### src/hw/rtl/assert_macros.svh
// Assertion macros for the RTL files; only majority_over_third_select.sv includes them.
// No dependencies; include by bare file name.
`ifndef ASSERT_MACROS_SVH
`define ASSERT_MACROS_SVH

`ifndef SYNTHESIS
// Property must hold at every clock edge outside reset.
`define ASSERT_PROP(label, clk, rst, prop) \
  label: assert property (@(posedge clk) disable iff (rst) prop) \
    else $error("assertion failed");
// Condition must never be true outside reset.
`define ASSERT_NEVER(label, clk, rst, cond) \
  label: assert property (@(posedge clk) disable iff (rst) !(cond)) \
    else $error("forbidden condition seen");
`else
`define ASSERT_PROP(label, clk, rst, prop)
`define ASSERT_NEVER(label, clk, rst, cond)
`endif

`endif

### src/hw/rtl/mots_pkg.sv
// Shared types and constants for the majority-over-third selector.
// No dependencies.
`default_nettype none

package mots_pkg;

  localparam int MAX_ITEMS = 4096;
  localparam int ADDR_W    = (MAX_ITEMS > 1) ? $clog2(MAX_ITEMS) : 1;
  localparam int CNT_W     = $clog2(MAX_ITEMS + 1);
  localparam int DATA_W    = 32;

  typedef struct packed {
    logic signed [DATA_W-1:0] value;
    logic                     last;
  } item_t;

  typedef struct packed {
    logic signed [DATA_W-1:0] element;
    logic                     found;
    logic                     status;
    logic                     last_result;
  } result_t;

  typedef struct packed {
    logic accept;
    logic rd_issue;
    logic judge;
    logic next_res;
    logic clear;
  } cmd_t;

  typedef struct packed {
    logic last_addr;
    logic second_pend;
  } sts_t;

endpackage

`default_nettype wire

### src/hw/rtl/mots_ctrl.sv
// Sequencer for load, buffer walk, judgement and result delivery.
// Depends on mots_pkg.
`default_nettype none

module mots_ctrl
  import mots_pkg::*;
(
  input  wire logic clk,
  input  wire logic rst,
  input  wire logic item_valid,
  input  wire logic item_last,
  output      logic item_ready,
  output      logic result_valid,
  input  wire logic result_ready,
  input  wire sts_t sts,
  output      cmd_t cmd
);

  typedef enum logic [2:0] {
    S_LOAD,
    S_WALK,
    S_FLUSH,
    S_JUDGE,
    S_EMIT
  } state_t;

  state_t state, state_next;
  logic   result_valid_next;

  assign item_ready = (state == S_LOAD);

  always_comb begin
    state_next        = state;
    result_valid_next = result_valid;
    cmd               = '0;
    unique case (state)
      S_LOAD: begin
        if (item_valid) begin
          cmd.accept = 1'b1;
          if (item_last) begin
            state_next = S_WALK;
          end
        end
      end
      S_WALK: begin
        cmd.rd_issue = 1'b1;
        if (sts.last_addr) begin
          state_next = S_FLUSH;
        end
      end
      S_FLUSH: begin
        state_next = S_JUDGE;
      end
      S_JUDGE: begin
        cmd.judge         = 1'b1;
        result_valid_next = 1'b1;
        state_next        = S_EMIT;
      end
      S_EMIT: begin
        if (result_ready) begin
          if (sts.second_pend) begin
            cmd.next_res = 1'b1;
          end else begin
            cmd.clear         = 1'b1;
            result_valid_next = 1'b0;
            state_next        = S_LOAD;
          end
        end
      end
      default: begin
        state_next = S_LOAD;
      end
    endcase
  end

  always_ff @(posedge clk) begin
    if (rst) begin
      state        <= S_LOAD;
      result_valid <= 1'b0;
    end else begin
      state        <= state_next;
      result_valid <= result_valid_next;
    end
  end

endmodule

`default_nettype wire

### config.mk
export PLATFORM = sky130hd
export DESIGN_NAME = mots_ctrl
export DESIGN_NICKNAME = d
export VERILOG_FILES = /design/src/hw/rtl/assert_macros.svh /design/src/hw/rtl/mots_pkg.sv /design/src/hw/rtl/mots_ctrl.sv
export SDC_FILE = /design/constraint.sdc
export NUM_CORES = 1
export LEC_CHECK = 0
export BUFFER_PORTS_ARGS = -buffer_cell sky130_fd_sc_hd__buf_2
export CAP_MARGIN = 20
export CORE_AREA = 3 3 40 42
export DETAILED_ROUTE_END_ITERATION = 8
export DIE_AREA = 0 0 43 45
export GPL_ROUTABILITY_DRIVEN = 0
export PLACE_DENSITY_LB_ADDON = 0.08
export REMOVE_ABC_BUFFERS = 1
export SLEW_MARGIN = 20
export SYNTH_ARGS = -nofsm -noshare
export SYNTH_HDL_FRONTEND = slang
export SYNTH_SLANG_ARGS = --single-unit
export TNS_END_PERCENT = 10
### constraint.sdc
create_clock -name clk -period 1.13 [get_ports clk]
set_input_delay 0.0565 -clock clk [delete_from_list [all_inputs] [get_ports clk]]
set_output_delay 0.0565 -clock clk [all_outputs]
set_load 0.01 [all_outputs]
==> metrics.txt, run 1 <==
Area after DPL 308 um2; Iter 0 DRT Violations 2; dpl hpwl 465 um; number of remaining DRC errors 0; CTS Sinks 4; share of cells above drive strength 1 60.5%; cell taking the most area after synthesis dfxtp_1; total I/O pin count 14; post-synthesis sequential area ratio 31.7%; gr usage total 7.08%; Gate power share 22.1%; # diodes 0; CTS tree done; Seq pwr share 39.1%; top post-synthesis cells by count dfxtp_1 (4), nor3_1 (3), a21oi_1 (2), nor2_1 (2); Fin Setup TNS 0 ps; fmax 0.918 GHz; Arr. time, crit path 1030 ps; asr flop ratio synth 0%; Rel. slew slack 81.3%; core area 1280 um2; Startpoint Class register; Leakage Power 0.000164 uW; WL final 588 um; Seq. cell area 91.3 um2; vias per inst 4.43; vias in the first global route 235; Slowest-stage cell, CP dfxtp_4; Clock Latency Late Sink 230 ps; slowest stage delay, CP 370 ps; YS warnings 0; Slew Limit Fails 0; Die Wd 43 um; largest net degree at the start of global routing 11; area grow syn2layout 48.5%; Post-synth top flop dfxtp_1; First-pass DRT Iterations 4; clk buf depth 2; Clock Power Share 38.8%; worst vdd ir 0.352 mV; fin area 375 um2; Sw Ratio 25.8%; Max Cap Viol 0; Final Hold Fails 0; FP Rows 13; die area 1940 um2; Starting Density 19.7%; CTS buffer count 3; Pint 323 uW; worst path required time 1070 ps; skew final 0.655 ps; Final Net Count 52; detail-routed net length per standard cell 10.1 um; clock-pin transition on the worst setup and hold timing paths 40 ps; fill cell count 141; EDFF count, synth 0; Synth Instances 29; final core occ 29.2%; Port-buffer cells 13; Die Y 45 um; Net Switching 112 uW; htree depth 1; Unique masters post-synth 22; P per Cell Area 1160 nW/um2; Worst Path Max Fanout 8; Worst Hold Class in -> reg; cells along the critical path nor4_1 -> buf_2; first-pass GRT wire length 979 um; vias after detailed routing 257; final count of negative-setup-slack endpoints 0; Yosys top cell area share 31.7%; Post-Syn Area 253 um2; Worst-Margin Slew 279 ps; Setup CP Type reg -> out; most common cell in the netlist dfxtp_1; synth top area cells dfxtp_1 (32%), nor3_1 (5.9%), a2111oi_2 (5.9%), buf_6 (4.5%), nand4bb_1 (4.5%); fin crit period 1090 ps; total grt overflow 0; crit path capture type primary output; flops & latches, synth 4; status completed; Hold WS 46.3 ps; Avg Inst Size Synth 8.72 um2; Final ANT Viol Nets 0; multi-input logic area 159 um2; Root Driver clkbuf_4; initial antenna violation count 0; fin crit share 96.4%; unrepaired setup endpoints after global routing true
-- worst paths after layout --
path / start / to / slack, ps / depth (start not counted)
hold reg to reg: state[2]$_SDFFE_PP0P_ / state[1]$_SDFFE_PP0P_ / 500 / 1
setup / recovery: state[0]$_SDFFE_PP0P_ / cmd[0] / 40 / 2
hold / removal: rst / state[2]$_SDFFE_PP0P_ / 50 / 2
setup reg to reg: state[1]$_SDFFE_PP0P_ / state[0]$_SDFFE_PP0P_ / 100 / 2
-- logic make-up after synthesis --
group                  synth area share [%]
muxes                                  3.96
buffers and inverters                  12.9
and+or+nand+nor                        36.1
DFF                                    31.7
AOI/OAI and AO/OA                      15.3
-- through the flow --
step / setup WS, ps / instances / total power, uW
floorplan: 139 / 25 / 212
global placement: 75.5 / 53 / 249
detailed placement: 68.6 / 53 / 249
CTS: 3.11 / 56 / 432
global route: -29.0 / 58 / 471
finish: 40.5 / 58 / 435
-- flip-flops by register name (all words and copies together), names as in the netlist --
register,cells
result_valid,1
state,3
-- placed cells by master (no fill, tap or decap) --
master / count
dfxtp_4: 3
dfxtp_1: 1
a2111oi_2: 1
buf_4: 2
nor3_1: 2
clkbuf_4: 3
o21a_1: 1
inv_1: 1
mux2i_1: 1
and2_1: 1
and3b_2: 1
nor2_4: 1
buf_2: 13
nor3_4: 1
nor4_1: 1
a21oi_1: 2
nand2b_1: 1
nor3b_1: 1
and2b_2: 1
nor2_1: 1
nand4bb_1: 1
nand2_1: 1
a31oi_1: 1
and4_1: 1
-- critical path: cells and delay by family, from the launching register on --
| family | cells | cell delay, ps |
|---|---|---|
| DFF | 1 | 370 |
| and+or+nand+nor | 1 | 260 |
| buffers and inverters | 1 | 180 |
-- layout make-up --
class                      count  share of cell area, %
clock buffer                   3                   6.00
inverter                       1                   1.00
multi-input combinational     20                   42.3
sequential                     4                   24.3
tap                           15                   5.00
timing repair buffer          15                   21.3
-- layer usage --
layer,global-route usage (%),wire length (um),up-vias
met2,9.28,314,12
met3,4.78,76,0
met5,0,0,-
met1,7.95,197,114
li1,-,-,131
met4,5.42,0,0
-- timing repair --
item | CTS | global route
buffers inserted | 0 | 2
hold buffers | 0 | 0
setup endpoints to repair | 4 | 4
pin swaps | 1 | 5
resized for setup | 7 | 3
-- power by group through the flow --
stage	Combinational, uW	Sequential, uW	Clock (uW)
floorplan	48.7	164	0
detailed placement	82.0	167	0
global placement	82.1	167	0
CTS	87.1	169	176
global route	107	173	192
finish	96.1	170	169
(Power assumes the default switching activity.)
==> run 2: changes to the inputs <==
- CAP_MARGIN: 20 -> 25
- PLACE_DENSITY: not set -> 0.42
- PLACE_DENSITY_LB_ADDON: 0.08 -> not set
==> run 2 against run 1 <==
Net effect: critical path depth up 2; fmax decreased by 2.1%; core utilization increased by 1.9 points; wire length rose by 6.1%; highest routed layer unchanged; critical path type unchanged; sequential cell count is the same; worst setup slack got worse by 23 ps; final area increased by 6.7%; count of clock-buffer cells in the layout stayed put; global-route usage decreased by 0.67 points; register-to-register slack improved by 30 ps; sequential share of layout area fell by 1.5 points.
==> metrics.txt, run 2 (synthesized netlist as in run 1, its figures left out) <==
die area 1940 um2 (unchanged); fin crit share 98.5% (was 96.4%); Root Driver clkbuf_4 (unchanged); htree depth 1 (unchanged); # diodes 0 (unchanged); final worst setup slack 17.4 ps (was 40.5 ps); unrepaired setup endpoints after global routing true (unchanged); final cell count without fillers 60 (was 58); FF-to-FF Start state[1]$_SDFFE_PP0P_ (unchanged); Die Y 45 um (unchanged); number of remaining DRC errors 0 (unchanged); Most flops, register state (unchanged); Worst Path Max Fanout 5 (was 8); RR Endpoint state[0]$_SDFFE_PP0P_ (unchanged); CTS tree done (unchanged); Final ANT Viol Nets 0 (unchanged); cells along the critical path buf_6 -> nor3_4 -> and2_1 -> buf_2 (was nor4_1 -> buf_2); max reg flops 3 (unchanged); status completed (unchanged); Slew Limit Fails 0 (unchanged); final count of negative-setup-slack endpoints 0 (unchanged); P per Cell Area 1130 nW/um2 (was 1160 nW/um2); GR met3 Demand/Resource 2.79% (was 4.78%); CTS Sinks 4 (unchanged); Worst Hold Class in -> reg (unchanged); FP Rows 13 (unchanged); Crit path buffers/inverters 2 (was 1); Final Net Count 54 (was 52); initial antenna violation count 0 (unchanged); reg-to-reg setup timing slack 130 ps (was 100 ps); worst path required time 1070 ps (about the same); CP Capture Point cmd[4] (was cmd[0]); Startpoint Class register (unchanged); hold_sp rst (unchanged); largest net degree at the start of global routing 11 (unchanged); Regs by FF count state: 3 flops, result_valid: 1 flops (unchanged); commonest non-fill, non-tap cell in the layout buf_2 (unchanged); WP depth 4 (was 2); gr usage total 6.41% (was 7.08%); most frequent cells in the layout buf_2 (13), clkbuf_4 (3), buf_4 (3), dfxtp_4 (3) (was buf_2 (13), clkbuf_4 (3), dfxtp_4 (3)); share of cells above drive strength 1 64.4% (was 60.5%); origin of the worst setup path state[2]$_SDFFE_PP0P_ (was state[0]$_SDFFE_PP0P_); fill cell count 137 (was 141); grt peak-use layer met2 (unchanged); detail-routed net length per standard cell 10.4 um (was 10.1 um); Setup CP Type reg -> out (unchanged); worst vdd ir 0.325 mV (was 0.352 mV); slowest stage delay, CP 350 ps (was 370 ps); Final Hold Fails 0 (unchanged); Die Wd 43 um (unchanged); vias per inst 4.38 (was 4.43); first-pass GRT wire length 876 um (was 979 um); met2 usage 9.58% (was 9.28%); WL final 624 um (was 588 um); Worst-Margin Slew 248 ps (was 279 ps); CTS buffer count 3 (unchanged); Arr. time, crit path 1060 ps (was 1030 ps); Port-buffer cells 13 (unchanged); clock-pin transition on the worst setup and hold timing paths 40 ps (about the same); area grow syn2layout 58.4% (was 48.5%); placed insts 54 (was 53); crit path capture type primary output (unchanged); R2R cell count 2 (unchanged); Leakage Power 0.000175 uW (was 0.000164 uW); total I/O pin count 14 (unchanged); Max Cap Viol 0 (unchanged); Overall Power 451 uW (was 435 uW); skew final 2.71 ps (was 0.655 ps); Rel. slew slack 83.4% (was 81.3%); Clock Latency Late Sink 230 ps (about the same); total grt overflow 0 (unchanged); Slowest-stage cell, CP dfxtp_4 (unchanged); fmax 0.899 GHz (was 0.918 GHz); First-pass DRT Iterations 1 (was 4); Hold WS 43.4 ps (was 46.3 ps); met1 Usage GRT 6.27% (was 7.95%); core area 1280 um2 (unchanged); Starting Density 19.7% (unchanged); setup slack at placement 103 ps (was 68.6 ps); clk buf depth 2 (unchanged); family with the most delay on the worst path flip-flops (unchanged); fin area 400 um2 (was 375 um2); Area after DPL 315 um2 (was 308 um2); fin crit period 1110 ps (was 1090 ps); vias after detailed routing 263 (was 257); Iter 0 DRT Violations 0 (was 2); vias in the first global route 233 (was 235)
-- run 2: cell types whose count changed in the layout (fill, tap and decap cells not counted) --
| cell | before | now |
|---|---|---|
| buf_4 | 2 | 3 |
| buf_6 | 0 | 1 |
| nor4_1 | 1 | 0 |
| nor4_2 | 0 | 1 |
-- run 2: per-stage QoR --
stage          TNS (ps)  util (%)
3_3_place_gp          0      24.5
4_1_cts           -23.7      28.0
3_5_place_dp          0      24.5
5_1_grt           -66.5      31.2
6_report              0      31.2
2_1_floorplan         0         -
-- run 2: power by group --
group	internal [uW]	leakage, uW	switching, uW
sequential	148	0.0000347	23.2
combinational	65.5	0.000126	42.5
clock	118	0.0000138	53.3
-- run 2: what timing repair did --
action,CTS,global route
setup buffers,0,3
endpoints found under the setup margin,6,5
pin swaps,0,4
gates resized for setup,7,5
gates cloned,0,0
hold buffers,0,0
-- run 2: layer usage --
metal  up-vias  routed length [um]  share of wire [%]
met5         -                   0                  0
met4         0                   0                  0
met3         0                  55                8.8
met2         7                 321                 51
met1       117                 246                 39
li1        139                   -                  -
-- run 2: worst min path at each step --
stage                           endpoint  cells past startpoint
2_1_floorplan      state[2]$_SDFFE_PP0P_                      1
3_3_place_gp       state[2]$_SDFFE_PP0P_                      2
3_5_place_dp   result_valid$_SDFFE_PP0P_                      2
4_1_cts            state[2]$_SDFFE_PP0P_                      2
5_1_grt            state[0]$_SDFFE_PP0P_                      2
6_report           state[0]$_SDFFE_PP0P_                      2
-- run 2: area by class of cell --
class,instances,area (um2),area share (%)
Multi-Input combinational cell,20,165,41.2
Timing Repair Buffer,17,98.8,24.7
Sequential cell,4,91.3,22.8
Clock buffer,3,22.5,5.62
Tap cell,15,18.8,4.69
Inverter,1,3.75,0.938
